===== config.mk =====
export PLATFORM = sky130hd
export DESIGN_NAME = edge_transition_table_fsm_top_flat
export DESIGN_NICKNAME = d
export VERILOG_FILES = /design/src/rtl/ettf_pkg.sv /design/src/rtl/ettf_if.sv /design/src/rtl/ettf_ram.sv /design/src/rtl/ettf_ctrl.sv /design/src/rtl/ettf_dp.sv /design/src/rtl/edge_transition_table_fsm_top.sv /design/src/flat_wrapper.sv
export SDC_FILE = /design/constraint.sdc
export NUM_CORES = 2
export LEC_CHECK = 0
export BUFFER_PORTS_ARGS = -buffer_cell sky130_fd_sc_hd__buf_2
export CORE_MARGIN = 4
export CORE_UTILIZATION = 40
export DETAILED_ROUTE_END_ITERATION = 10
export GPL_ROUTABILITY_DRIVEN = 1
export PLACE_DENSITY = 0.58
export SLEW_MARGIN = 20
export SYNTH_ARGS = -nofsm -noshare
export SYNTH_HDL_FRONTEND = slang
export SYNTH_SLANG_ARGS = --single-unit

===== constraint.sdc =====
create_clock -name clk -period 21.6 [get_ports clk]
set_clock_uncertainty 0.15 [all_clocks]
set_input_delay 1.08 -clock clk [delete_from_list [all_inputs] [get_ports clk]]
set_output_delay 1.08 -clock clk [all_outputs]
set_load 0.05 [all_outputs]

===== src/rtl/ettf_pkg.sv =====
package ettf_pkg;

  localparam int ENTRIES   = 16;
  localparam int IDX_W     = 4;
  localparam int CNT_W     = 5;
  localparam int PIN_W     = 16;
  localparam int PAGE_W    = 8;
  localparam int CMD_W     = 3;
  localparam int STATUS_W  = 3;
  // feedback, fall, rise, clear, set
  localparam int ENTRY_W   = 5 * PIN_W;

  localparam logic [CMD_W-1:0] CMD_READ   = 3'd0;
  localparam logic [CMD_W-1:0] CMD_LEARN  = 3'd1;
  localparam logic [CMD_W-1:0] CMD_REMOVE = 3'd2;
  localparam logic [CMD_W-1:0] CMD_CLEAR  = 3'd3;
  localparam logic [CMD_W-1:0] CMD_COUNT  = 3'd4;
  localparam logic [CMD_W-1:0] CMD_SETOUT = 3'd5;

  localparam logic [STATUS_W-1:0] ST_NOP       = 3'd0;
  localparam logic [STATUS_W-1:0] ST_DONE      = 3'd1;
  localparam logic [STATUS_W-1:0] ST_NOTFOUND  = 3'd2;
  localparam logic [STATUS_W-1:0] ST_UNCHANGED = 3'd3;
  localparam logic [STATUS_W-1:0] ST_EXISTS    = 3'd4;
  localparam logic [STATUS_W-1:0] ST_FULL      = 3'd5;

  typedef enum logic [2:0] {
    S_IDLE, S_RD, S_SCAN, S_WRITE, S_OUT
  } state_t;

  // controller -> datapath
  typedef struct packed {
    logic             load;     // capture the item, clear scan state
    logic             eval;     // evaluate the entry read last cycle
    logic             commit;   // apply the outcome
    logic [IDX_W-1:0] idx;      // memory read address
    logic             last;     // eval is on the final entry
  } dp_cmd_t;

  // datapath -> controller
  typedef struct packed {
    logic             done;     // scan can stop early
  } dp_stat_t;

endpackage


===== src/rtl/ettf_if.sv =====
interface ettf_in_if (input logic clk);
  logic                              valid;
  logic                              ready;
  logic [ettf_pkg::CMD_W-1:0]        command;
  logic [ettf_pkg::PIN_W-1:0]        pin_value;
  logic [ettf_pkg::PIN_W-1:0]        next_value;
  logic [ettf_pkg::PAGE_W-1:0]       page;
  modport source (output valid, command, pin_value, next_value, page, input ready);
  modport sink (input valid, command, pin_value, next_value, page, output ready);
endinterface

interface ettf_out_if (input logic clk);
  logic                              valid;
  logic                              ready;
  logic [ettf_pkg::PIN_W-1:0]        output_value;
  logic [ettf_pkg::STATUS_W-1:0]     status;
  logic [ettf_pkg::CNT_W-1:0]        entry_count;
  modport source (output valid, output_value, status, entry_count, input ready);
  modport sink (input valid, output_value, status, entry_count, output ready);
endinterface


===== src/rtl/ettf_ram.sv =====
module ettf_ram #(
  parameter int WIDTH = 8,
  parameter int DEPTH = 16
) (
  input  logic                     clk,
  input  logic                     we,
  input  logic [$clog2(DEPTH)-1:0] waddr,
  input  logic [WIDTH-1:0]         wdata,
  input  logic [$clog2(DEPTH)-1:0] raddr,
  output logic [WIDTH-1:0]         rdata
);
  logic [WIDTH-1:0] mem [DEPTH];

  always_ff @(posedge clk) begin
    if (we) begin
      mem[waddr] <= wdata;
    end
    rdata <= mem[raddr];
  end
endmodule


===== src/rtl/ettf_ctrl.sv =====
module ettf_ctrl (
  input  logic                clk,
  input  logic                rst,
  input  logic                in_valid,
  output logic                in_ready,
  output logic                out_valid,
  input  logic                out_ready,
  input  ettf_pkg::dp_stat_t  stat,
  output ettf_pkg::dp_cmd_t   cmd
);
  ettf_pkg::state_t state, state_next;
  logic [ettf_pkg::IDX_W-1:0] idx, idx_next;

  always_ff @(posedge clk) begin
    if (rst) begin
      state <= ettf_pkg::S_IDLE;
      idx   <= '0;
    end else begin
      state <= state_next;
      idx   <= idx_next;
    end
  end

  always_comb begin
    state_next = state;
    idx_next   = idx;
    cmd        = '0;
    cmd.idx    = idx;
    in_ready   = 1'b0;
    out_valid  = 1'b0;
    case (state)
      ettf_pkg::S_IDLE: begin
        in_ready = 1'b1;
        if (in_valid) begin
          cmd.load   = 1'b1;
          idx_next   = '0;
          state_next = ettf_pkg::S_RD;
        end
      end
      ettf_pkg::S_RD: begin
        state_next = ettf_pkg::S_SCAN;
      end
      ettf_pkg::S_SCAN: begin
        // entry idx on read data; read idx+1 in parallel
        cmd.eval = 1'b1;
        cmd.last = (idx == ettf_pkg::IDX_W'(ettf_pkg::ENTRIES - 1));
        cmd.idx  = idx + 1'b1;
        if (cmd.last || stat.done) begin
          state_next = ettf_pkg::S_WRITE;
        end else begin
          idx_next = idx + 1'b1;
        end
      end
      ettf_pkg::S_WRITE: begin
        cmd.commit = 1'b1;
        state_next = ettf_pkg::S_OUT;
      end
      ettf_pkg::S_OUT: begin
        out_valid = 1'b1;
        if (out_ready) begin
          state_next = ettf_pkg::S_IDLE;
        end
      end
      default: state_next = ettf_pkg::S_IDLE;
    endcase
  end
endmodule


===== src/rtl/ettf_dp.sv =====
module ettf_dp (
  input  logic                          clk,
  input  logic                          rst,
  input  ettf_pkg::dp_cmd_t             cmd,
  output ettf_pkg::dp_stat_t            stat,
  input  logic [ettf_pkg::CMD_W-1:0]    command,
  input  logic [ettf_pkg::PIN_W-1:0]    pin_value,
  input  logic [ettf_pkg::PIN_W-1:0]    next_value,
  input  logic [ettf_pkg::PAGE_W-1:0]   page,
  output logic [ettf_pkg::PIN_W-1:0]    output_value,
  output logic [ettf_pkg::STATUS_W-1:0] status,
  output logic [ettf_pkg::CNT_W-1:0]    entry_count
);
  logic [ettf_pkg::PAGE_W-1:0]  pg_tab [ettf_pkg::ENTRIES];
  logic [ettf_pkg::PIN_W-1:0]   prev_pins, cur_out;

  logic [ettf_pkg::CMD_W-1:0]   c_cmd;
  logic [ettf_pkg::PIN_W-1:0]   c_pins, c_next;
  logic [ettf_pkg::PAGE_W-1:0]  c_page;

  // scan results
  logic                         hit, empty_found, any_occ;
  logic [ettf_pkg::IDX_W-1:0]   hit_idx, empty_idx;
  logic [ettf_pkg::PIN_W-1:0]   hit_out;
  logic [ettf_pkg::CNT_W-1:0]   cnt;

  logic                         ram_we;
  logic [ettf_pkg::ENTRY_W-1:0] ram_wdata, ram_rdata;
  logic [ettf_pkg::PIN_W-1:0]   e_fb, e_fall, e_rise, e_clr, e_set;
  logic [ettf_pkg::PIN_W-1:0]   fall, rise;
  logic [ettf_pkg::PAGE_W-1:0]  e_pg;
  logic [ettf_pkg::IDX_W-1:0]   eidx;
  logic                         occ, edges_eq, m_read, m_dup, m_rem;

  assign fall = prev_pins & ~c_pins;
  assign rise = c_pins & ~prev_pins;
  assign {e_fb, e_fall, e_rise, e_clr, e_set} = ram_rdata;

  // during eval the entry under test is the one before cmd.idx
  assign eidx     = cmd.idx - 1'b1;
  assign e_pg     = pg_tab[eidx];
  assign occ      = (e_pg != '0);
  assign edges_eq = (e_fall == fall) && (e_rise == rise);
  assign m_read   = occ && edges_eq && ((e_pg == 8'd1) || (e_fb == cur_out));
  assign m_dup    = m_read;
  assign m_rem    = occ && edges_eq && (e_fb == ((e_pg == 8'd1) ? c_pins : cur_out));

  always_comb begin
    stat.done = 1'b0;
    case (c_cmd)
      ettf_pkg::CMD_READ:   stat.done = (c_pins == prev_pins) || m_read;
      ettf_pkg::CMD_LEARN:  stat.done = (c_page == '0) || (c_pins == prev_pins) || m_dup;
      ettf_pkg::CMD_REMOVE: stat.done = m_rem;
      ettf_pkg::CMD_SETOUT: stat.done = 1'b1;
      default:              stat.done = 1'b0;
    endcase
    if (!cmd.eval) begin
      stat.done = 1'b0;
    end
  end

  // learn write data
  always_comb begin
    if (c_page > 8'd1) begin
      ram_wdata = {cur_out, fall, rise, cur_out & ~c_next, c_next & ~cur_out};
    end else begin
      ram_wdata = {c_pins, fall, rise, ~c_next, c_next};
    end
  end
  assign ram_we = cmd.commit && (c_cmd == ettf_pkg::CMD_LEARN) && (c_page != '0)
                  && (c_pins != prev_pins) && !hit && empty_found;

  ettf_ram #(.WIDTH(ettf_pkg::ENTRY_W), .DEPTH(ettf_pkg::ENTRIES)) u_ram (
    .clk   (clk),
    .we    (ram_we),
    .waddr (empty_idx),
    .wdata (ram_wdata),
    .raddr (cmd.idx),
    .rdata (ram_rdata)
  );

  always_ff @(posedge clk) begin
    if (cmd.load) begin
      c_cmd  <= command;
      c_pins <= pin_value;
      c_next <= next_value;
      c_page <= page;
    end
  end

  always_ff @(posedge clk) begin
    if (rst) begin
      prev_pins   <= '0;
      cur_out     <= '0;
      hit         <= 1'b0;
      empty_found <= 1'b0;
      any_occ     <= 1'b0;
      hit_idx     <= '0;
      empty_idx   <= '0;
      hit_out     <= '0;
      cnt         <= '0;
      status      <= ettf_pkg::ST_NOP;
      entry_count <= '0;
      for (int k = 0; k < ettf_pkg::ENTRIES; k++) pg_tab[k] <= '0;
    end else begin
      if (cmd.load) begin
        hit         <= 1'b0;
        empty_found <= 1'b0;
        any_occ     <= 1'b0;
        cnt         <= '0;
      end
      if (cmd.eval) begin
        if (occ) begin
          any_occ <= 1'b1;
          cnt     <= cnt + 1'b1;
        end else if (!empty_found) begin
          empty_found <= 1'b1;
          empty_idx   <= eidx;
        end
        if (((c_cmd == ettf_pkg::CMD_REMOVE) ? m_rem : m_read) && !hit) begin
          hit     <= 1'b1;
          hit_idx <= eidx;
          hit_out <= (e_fb | e_set) & ~e_clr;
        end
      end
      if (cmd.commit) begin
        entry_count <= '0;
        status      <= ettf_pkg::ST_NOP;
        case (c_cmd)
          ettf_pkg::CMD_READ: begin
            if (c_pins == prev_pins) begin
              status <= ettf_pkg::ST_UNCHANGED;
            end else if (hit) begin
              status    <= ettf_pkg::ST_DONE;
              prev_pins <= c_pins;
              cur_out   <= hit_out;
            end else if (any_occ) begin
              status <= ettf_pkg::ST_NOTFOUND;
            end
          end
          ettf_pkg::CMD_LEARN: begin
            if (c_page != '0 && c_pins != prev_pins) begin
              if (hit) begin
                status <= ettf_pkg::ST_EXISTS;
              end else if (empty_found) begin
                status            <= ettf_pkg::ST_DONE;
                pg_tab[empty_idx] <= c_page;
              end else begin
                status <= ettf_pkg::ST_FULL;
              end
            end
          end
          ettf_pkg::CMD_REMOVE: begin
            if (hit) begin
              status          <= ettf_pkg::ST_DONE;
              pg_tab[hit_idx] <= '0;
            end else begin
              status <= ettf_pkg::ST_NOTFOUND;
            end
          end
          ettf_pkg::CMD_CLEAR: begin
            if (any_occ) begin
              status <= ettf_pkg::ST_DONE;
            end
            for (int k = 0; k < ettf_pkg::ENTRIES; k++) pg_tab[k] <= '0;
          end
          ettf_pkg::CMD_COUNT: begin
            status      <= ettf_pkg::ST_DONE;
            entry_count <= cnt;
          end
          ettf_pkg::CMD_SETOUT: begin
            status  <= ettf_pkg::ST_DONE;
            cur_out <= c_next;
          end
          default: status <= ettf_pkg::ST_NOP;
        endcase
      end
    end
  end

  assign output_value = cur_out;
endmodule


===== src/rtl/edge_transition_table_fsm_top.sv =====
// Scan: one memory read per table entry, stopping at the first decisive entry.
// Flow: one item at a time, with up to 16 entries scanned through the single
// read port of the entry RAM.
// Reset: synchronous rst empties all entries and zeroes pins and output;
// entry contents stay undefined until learned.
module edge_transition_table_fsm_top (
  input  logic      clk,
  input  logic      rst,
  ettf_in_if.sink   in_ch,
  ettf_out_if.source out_ch
);
  ettf_pkg::dp_cmd_t  cmd;
  ettf_pkg::dp_stat_t stat;

  ettf_ctrl u_ctrl (
    .clk       (clk),
    .rst       (rst),
    .in_valid  (in_ch.valid),
    .in_ready  (in_ch.ready),
    .out_valid (out_ch.valid),
    .out_ready (out_ch.ready),
    .stat      (stat),
    .cmd       (cmd)
  );

  ettf_dp u_dp (
    .clk          (clk),
    .rst          (rst),
    .cmd          (cmd),
    .stat         (stat),
    .command      (in_ch.command),
    .pin_value    (in_ch.pin_value),
    .next_value   (in_ch.next_value),
    .page         (in_ch.page),
    .output_value (out_ch.output_value),
    .status       (out_ch.status),
    .entry_count  (out_ch.entry_count)
  );
endmodule


===== src/flat_wrapper.sv =====
// flat-port wrapper written by rule: the top's interface ports become plain ports
module edge_transition_table_fsm_top_flat 
  (clk, rst, in_ch_valid, in_ch_command, in_ch_pin_value, in_ch_next_value, in_ch_page, in_ch_ready, out_ch_valid, out_ch_output_value, out_ch_status, out_ch_entry_count, out_ch_ready);
  ettf_in_if in_ch_i (.clk(clk));
  ettf_out_if out_ch_i (.clk(clk));
  input  logic clk;
  input  logic rst;
  input wire logic [$bits(in_ch_i.valid)-1:0] in_ch_valid;
  input wire logic [$bits(in_ch_i.command)-1:0] in_ch_command;
  input wire logic [$bits(in_ch_i.pin_value)-1:0] in_ch_pin_value;
  input wire logic [$bits(in_ch_i.next_value)-1:0] in_ch_next_value;
  input wire logic [$bits(in_ch_i.page)-1:0] in_ch_page;
  output wire logic [$bits(in_ch_i.ready)-1:0] in_ch_ready;
  output wire logic [$bits(out_ch_i.valid)-1:0] out_ch_valid;
  output wire logic [$bits(out_ch_i.output_value)-1:0] out_ch_output_value;
  output wire logic [$bits(out_ch_i.status)-1:0] out_ch_status;
  output wire logic [$bits(out_ch_i.entry_count)-1:0] out_ch_entry_count;
  input wire logic [$bits(out_ch_i.ready)-1:0] out_ch_ready;
  assign in_ch_i.valid = in_ch_valid;
  assign in_ch_i.command = in_ch_command;
  assign in_ch_i.pin_value = in_ch_pin_value;
  assign in_ch_i.next_value = in_ch_next_value;
  assign in_ch_i.page = in_ch_page;
  assign in_ch_ready = in_ch_i.ready;
  assign out_ch_valid = out_ch_i.valid;
  assign out_ch_output_value = out_ch_i.output_value;
  assign out_ch_status = out_ch_i.status;
  assign out_ch_entry_count = out_ch_i.entry_count;
  assign out_ch_i.ready = out_ch_ready;
  edge_transition_table_fsm_top u_core (.clk(clk), .rst(rst), .in_ch(in_ch_i), .out_ch(out_ch_i));
endmodule

======== Word-level counts from Yosys, hierarchy flattened ========
Memory sizes are Yosys's and may differ from the RTL's. A register that Yosys moved wholly into a read port is not among the register bits.
Cells that the tools add are included.
word-level totals
  bits in registers ....................... 122
  output and inout bits ................... 26
  memories ................................ 2
  memory bits (writable) .................. 1408
operators by class
  $add $sub $neg .......................... 3
  bitwise logic cells ..................... 30
  reduce and logical (&&, ||, !) cells .... 33
  muxes and demuxes ....................... 87
  eq/ne operators ......................... 23
  order comparisons ....................... 1
memories
  memory                 depth  bits a word  rd ports  clocked after Yosys merged registers in  wr ports  RTL line        text
  u_core.u_dp.u_ram.mem  16     80           1         1                                        1         ettf_ram.sv:12  logic [WIDTH-1:0] mem [DEPTH];
  u_core.u_dp.pg_tab     16     8            1         0                                        16        ettf_dp.sv:14   logic [ettf_pkg::PAGE_W-1:0] pg_tab [ettf_pkg::ENTRIES];
operator list
  kind                                                           count
  two-way mux 8 bit                                              18
  AND 16 bit                                                     5
  equality test 16 bit                                           5
  two-way mux 80 bit                                             1
  NOT 16 bit                                                     5
  two-way mux 16 bit                                             3
  two-way mux 1 bit                                              41
  one-hot mux 16 bit (2 select lines)                            1
  one-hot mux 3 bit (5 select lines)                             2
  two-way mux 5 bit                                              5
  two-way mux 3 bit                                              6
  two-way mux 4 bit                                              4
  inequality test 16 bit                                         1
  bitwise OR 1 bit                                               16
  bitwise OR 16 bit                                              1
  nonzero test 8 bit                                             2
  OR reduction 8 bit                                             2
  equality test 3 x 2 -> 1 bit, second input constant            4
  inequality test 2 bit, second input constant                   6
  logical AND 1 bit                                              11
  equality test 3 bit, second input constant                     3
  AND reduction 3 bit                                            3
  equality test 8 x 1 -> 1 bit, second input constant            1
  greater-than comparator 8 x 1 -> 1 bit, second input constant  1
  other kinds (17)                                               30

======== Longest topological paths before layout ========
An unclocked memory read counts as a cell.
  depth after elaboration ................. 13
  mapped depth ............................ 19
  gate-level depth less buffers ........... 13

======== Hierarchy ========
A second synthesis with hierarchy kept.
unflattened totals
  cells, all modules ...................... 3216
  area, all modules ....................... 61736.7 um^2
modules (own cells, without submodules)
  module     cells an instance  times used  sequential area each (um^2)  area an instance (um^2)
  ettf_ram   2054               1           40038.4                      49422.4
  ettf_dp    1102               1           6576.3                       11825.1
  ettf_ctrl  60                 1           140.1                        489.2

======== Worst setup path before layout ========
Ideal clock, no wire load.
  path type ............................... reg2reg
  start point ............................. register u_core.u_dp.c_pins[7] (netlist bit)
  end point ............................... memory u_core.u_dp.u_ram.mem[0][0] (netlist bit) (enable)
  path buffers ............................ 0
  cell stages (with the launch flop) ...... 10
  data required time ...................... 20.834 ns
  arrival time ............................ 7.465 ns
  library setup time ...................... 0.616 ns
  path slack .............................. 13.369 ns
  period minus slack after synthesis ...... 8.231 ns
  cell sequence ........................... edfxtp_1 > ha_1 > nand4_1 > or4_1 > inv_1 > nor3_1 > nand3_1 > or3_1 > or2_2 > nor3_1
on the way
  longest elaborated chain between the ends .. 6
RTL lines
  what                                     RTL line        text
  start: declaration                       ettf_dp.sv:18   logic [ettf_pkg::PIN_W-1:0] c_pins, c_next;
  start signal: assignment                 ettf_dp.sv:85   c_pins <= pin_value;
  inequality test 16 bit                   ettf_dp.sv:71   && (c_pins != prev_pins) && !hit && empty_found;
  logical AND 1 bit (3 in series)          ettf_dp.sv:71
  two-way mux 1 bit                        ettf_ram.sv:15  if (we) begin
  two-way mux 1 bit (not written as such)  ettf_ram.sv:16  mem[waddr] <= wdata;
  end: declaration                         ettf_ram.sv:12
No other way between the ends.

======== Final worst setup path ========
  start point ............................. register u_core.u_ctrl.idx[0] (netlist bit)
  end point ............................... register u_core.u_dp.hit_out[13] (netlist bit)
on the way
  longest elaborated chain between the ends .. 11
  elaborated cells between the ends (all ways) .. 15
  those cells by class .................... add/sub (2); eq/ne (2); mux (3); reduce/logical (7); memory (1)
RTL lines
  what                             RTL line                      text
  start: declaration               ettf_ctrl.sv:12               logic [ettf_pkg::IDX_W-1:0] idx, idx_next;
  start signal: assignment         ettf_ctrl.sv:20               idx <= idx_next;
  adder 4 x 1 -> 4 bit             ettf_ctrl.sv:47               cmd.idx = idx + 1'b1;
  two-way mux 5 bit *              ettf_ctrl.sv:31               case (state)
  subtractor 4 x 1 -> 4 bit *      ettf_dp.sv:40                 assign eidx = cmd.idx - 1'b1;
  memory read (16 x 8 bit) *       -
  equality test 8 x 1 -> 1 bit     ettf_dp.sv:44, ettf_dp.sv:46
  two-way mux 16 bit               ettf_dp.sv:46                 assign m_rem = occ && edges_eq && (e_fb == ((e_pg == 8'd1) ? c_pins : cur_out));
  equality test 16 bit             ettf_dp.sv:46
  logical AND 1 bit                ettf_dp.sv:46
  two-way mux 1 bit *              ettf_dp.sv:120                if (((c_cmd == ettf_pkg::CMD_REMOVE) ? m_rem : m_read) && !hit) begin
  logical AND 1 bit *              ettf_dp.sv:120
  AND reduction 2 bit (no line) *  -
  end signal: assignment           ettf_dp.sv:123                hit_out <= (e_fb | e_set) & ~e_clr;
  end: declaration                 ettf_dp.sv:24                 logic [ettf_pkg::PIN_W-1:0] hit_out;
Every way passes the cells marked *; elsewhere a longest branch is shown, timed or not.
A chain may end at the register's enable or synchronous reset.

==> impl_summary.txt <==
----------------------------------------------------
[STA]
  Total negative setup slack ... 0 ps
  Min cycle time layout ... 5840 ps
  Setup repair after global routing missed its margin ... no
  Final worst hold slack ... 300 ps
  Fin. max-slew vios ... 0
  Headroom to the max-slew limit ... 27.7%
  Final number of setup-violating endpoints ... 0
  Number of failing hold endpoints at the final stage ... 0
  Actual transition at the worst max-transition pin ... 1080 ps
  Final Cycle Share ... 27.0%
  Peak Freq ... 0.171 GHz
  Final Worst Setup Slack ... 15,760 ps

[Clocking]
  CTS Hold Buffers Added ... 0
  Total number of H-tree levels ... 4
  Clock root buffer ... clkbuf_16
  Number of resized instances in the post-cts repair step ... 0
  Clock input transition at the sequential cells of the worst setup and hold paths ... 60 ps
  CTS tree ... done
  Sink Count ... 1,610
  Number of buffers on the longest clock path ... 3
  Buffers inserted by post-CTS timing repair ... 0
  Clock network latency to the later pin of the worst-skew pair ... 790 ps
  Cts bufs inserted ... 164

[Cells and area]
  Area Growth Syn to Fin ... 13.7%
  Most common cell after layout, fill and taps aside ... edfxtp_1
  Commonest cells after routing, fill and taps aside ... edfxtp_1 (1,451), mux4_2 (390), nor2_1 (250)
  Final std cells w/o fill ... 5,449
  Footprint of the multi-input gates ... 0.0144 mm²
  Flip-flop and latch area ... 0.0468 mm²
  Fillers ... 12,900
  Proportion of layout cells with a drive suffix above 1 ... 24.7%
  Final net count ... 3,357

[Global routing]
  Largest net degree at the start of global routing ... 128
  Remaining global-route overflow ... 0
  Number of antenna violations at the first check in global routing ... 8
  Wire length of the first global-routing pass ... 228,000 µm
  GR Util All Layers ... 19.5%
  Vias in the first global route ... 31,300

[Synth]
  Mapped Avg Cell Area ... 19.9 µm²
  Count of unique library cells instantiated by Yosys ... 74
  Leading register cell type out of synthesis ... edfxtp_1
  Gate Count Post-Synth ... 3,100
  Number of synthesized register bits ... 1,610
  Synth warnings ... 0
  Synthesized Nets ... 3,181
  Number of enable flip-flop cells after synthesis ... 1,451
  Syn Std Cell Area ... 0.0618 mm²
  Part of the Yosys area used for sequential elements ... 75.7%
  Proportion of synthesized flip-flops having asynchronous set or reset ... 0%

[Place]
  Buffers added on ports ... 72
  Placement Setup Slack ... 15,800 ps
  Routability cong. ... 0.782
  Final HPWL DP ... 85,600 µm
  Cells after DPL ... 5,140

[Job]
  Total of max-cap violations ... 0

[Critical path]
  Type of the worst setup path ... register to register
  Launching point of the worst reg2reg path ... u_core.u_ctrl.idx[0]
  FF-to-FF setup slack ... 15,760 ps
  Destination of the worst register-to-register timing path ... u_core.u_dp.hit_out[13]
  Type of destination of the critical path ... register
  Required @ worst endpoint ... 22,160 ps
  Crit-path max FO ... 59
  CP Launch Point ... u_core.u_ctrl.idx[0]
  Worst Reg2Reg Path Length in Cells ... 12
  Kind of start point of the critical path ... register
  Worst endpoint data arrival time ... 6400 ps

[Route]
  DR iter-0 viols ... 3,271
  DR vias ... 30,800
  Metal1 wirelength ... 66,000 µm
  Mean number of vias per cell ... 5.64
  Final routed wire length divided by cell count ... 28.9 µm
  Number of search-and-repair iterations in the first detailed-routing pass ... 5
  Total met2 wirelength after detailed routing ... 77,000 µm
  Number of DRC violations after detailed routing ... 0
  Post-DRT Antenna Nets ... 0
  Wire length reported by the detailed router ... 157,000 µm
  Highest metal layer with signal wires ... met4
  Met3 wire length ... 10,800 µm

[Power and ir drop]
  Total power after layout ... 6.63 mW
  Pwr per Cell Area ... 94.3 mW/mm²
  Leakage power ... 22.4 nW
  Max VDD drop ... 0.0781 mV

[Floorplan]
  Placeable core region ... 0.153 mm²
  Cell row count ... 143
  Number of placed I/O pins ... 73
  Die outline height ... 401 µm
  Horiz. Die Dim ... 401 µm
  Area enclosed by the die boundary ... 0.161 mm²
  Effective utilization at floorplan ... 40.4%

[Worst hold path]
  Worst hold path depth ... 2
  Capture endpoint of the worst hold path ... u_core.u_dp.status[2]
  Startpoint of the lowest-slack hold path ... u_core.u_dp.status[2]
  Hold/Removal Path Class ... register to register

[Status]
  Outcome ... completed

----------------------------------------------------
## report_power, final
group / leakage (nW) / switching, mW / internal [mW]
registers: 14.4 / 0.0339 / 3.42
logic: 5.40 / 0.237 / 0.180
clock network: 2.55 / 1.19 / 1.56
## worst max-delay path, cell delays in order (launching register included)
cell and delay, ps:
dfxtp_1 680, ha_1 450, and4bb_2 410, a21o_4 730, mux2i_1 150, mux2_2 290
mux4_2 560, inv_1 150, and3_4 240, mux2_2 370, o41a_2 780, or4_1 590
a21oi_1 160
## state kept, by name, summed over array words and instances (netlist names), 16 cells and up
signal                    flops
u_core.u_dp.hit_out          16
u_core.u_dp.output_value     16
u_core.u_dp.prev_pins        16
u_core.u_dp.c_pins           16
u_core.u_dp.u_ram.mem      1280
u_core.u_dp.c_next           16
u_core.u_dp.u_ram.rdata      80
u_core.u_dp.pg_tab          128
## how the worst max path moves through the flow
stage | to | cells after the start
floorplan | u_core.u_dp.u_ram.mem[0][0] | 9
global placement | u_core.u_dp.hit_out[2] | 12
detailed placement | u_core.u_dp.hit_out[2] | 12
CTS | u_core.u_dp.hit_out[0] | 12
global route | u_core.u_dp.hit_out[1] | 12
finish | u_core.u_dp.hit_out[13] | 12
## synth_stat cells (3+ instances only)
master,count,share of area [%]
a21boi_0,15,0.18
dfxtp_1,159,5.2
a221o_1,16,0.26
nor2_1,265,1.6
nand4_1,13,0.13
o21ai_1,4,0.032
o221ai_1,3,0.043
o41ai_1,3,0.043
mux2_2,7,0.13
a221oi_1,4,0.057
mux2i_1,55,0.89
a211oi_1,24,0.29
nand3b_1,5,0.061
or3_1,7,0.071
buf_6,7,0.13
ha_1,34,0.69
nor3_1,30,0.24
nor4_1,16,0.16
xnor2_1,13,0.18
nand2_1,120,0.73
a22oi_1,8,0.097
a21oi_1,53,0.43
buf_1,28,0.17
nand2b_1,12,0.12
buf_2,4,0.032
edfxtp_1,1451,71
o22ai_1,10,0.10
o21ai_0,44,0.36
xor2_1,42,0.60
inv_1,49,0.30
or2_2,3,0.030
or4_1,21,0.26
and2_1,3,0.030
mux4_2,390,14
nand3_1,14,0.11
o31ai_1,6,0.073
clkbuf_1,111,0.67
nor4b_1,3,0.043
## cells by family (layout without fill, tap and decap cells)
| family | after synthesis | in the layout | synth area share, % |
|---|---|---|---|
| other cells | 0 | 1 | 0 |
| buf+inv | 202 | 520 | 1.33 |
| compound gates | 218 | 218 | 2.38 |
| xor+xnor | 57 | 57 | 0.832 |
| flops | 1610 | 1610 | 75.7 |
| mux | 455 | 455 | 15.3 |
| fa+ha+maj | 34 | 34 | 0.689 |
| simple gates | 524 | 524 | 3.78 |
## cell type report
type                            count  share of cell area (%)
Clock buffer                      225                    6.34
Timing Repair Buffer              163                    1.61
Sequential cell                  1610                    66.5
Antenna cell                        1                 0.00356
Tap cell                         2030                    3.62
Multi-Input combinational cell   1288                    20.5
Inverter                           49                   0.262
Clock inverter                     83                    1.13
## routing by layer
metal | up-vias | GRT usage, %
met2 | 1135 | 31.5
met1 | 16500 | 27.2
met4 | 0 | 5.15
li1 | 13000 | -
met3 | 211 | 3.74
met5 | - | 0
## metrics by stage
stage	instance area (µm²)	utilization, %
floorplan	61800	-
global placement	65000	42.5
detailed placement	65000	42.5
CTS	70200	46.0
global route	70300	46.0
finish	70300	46.0
(Power assumes the default switching activity.)
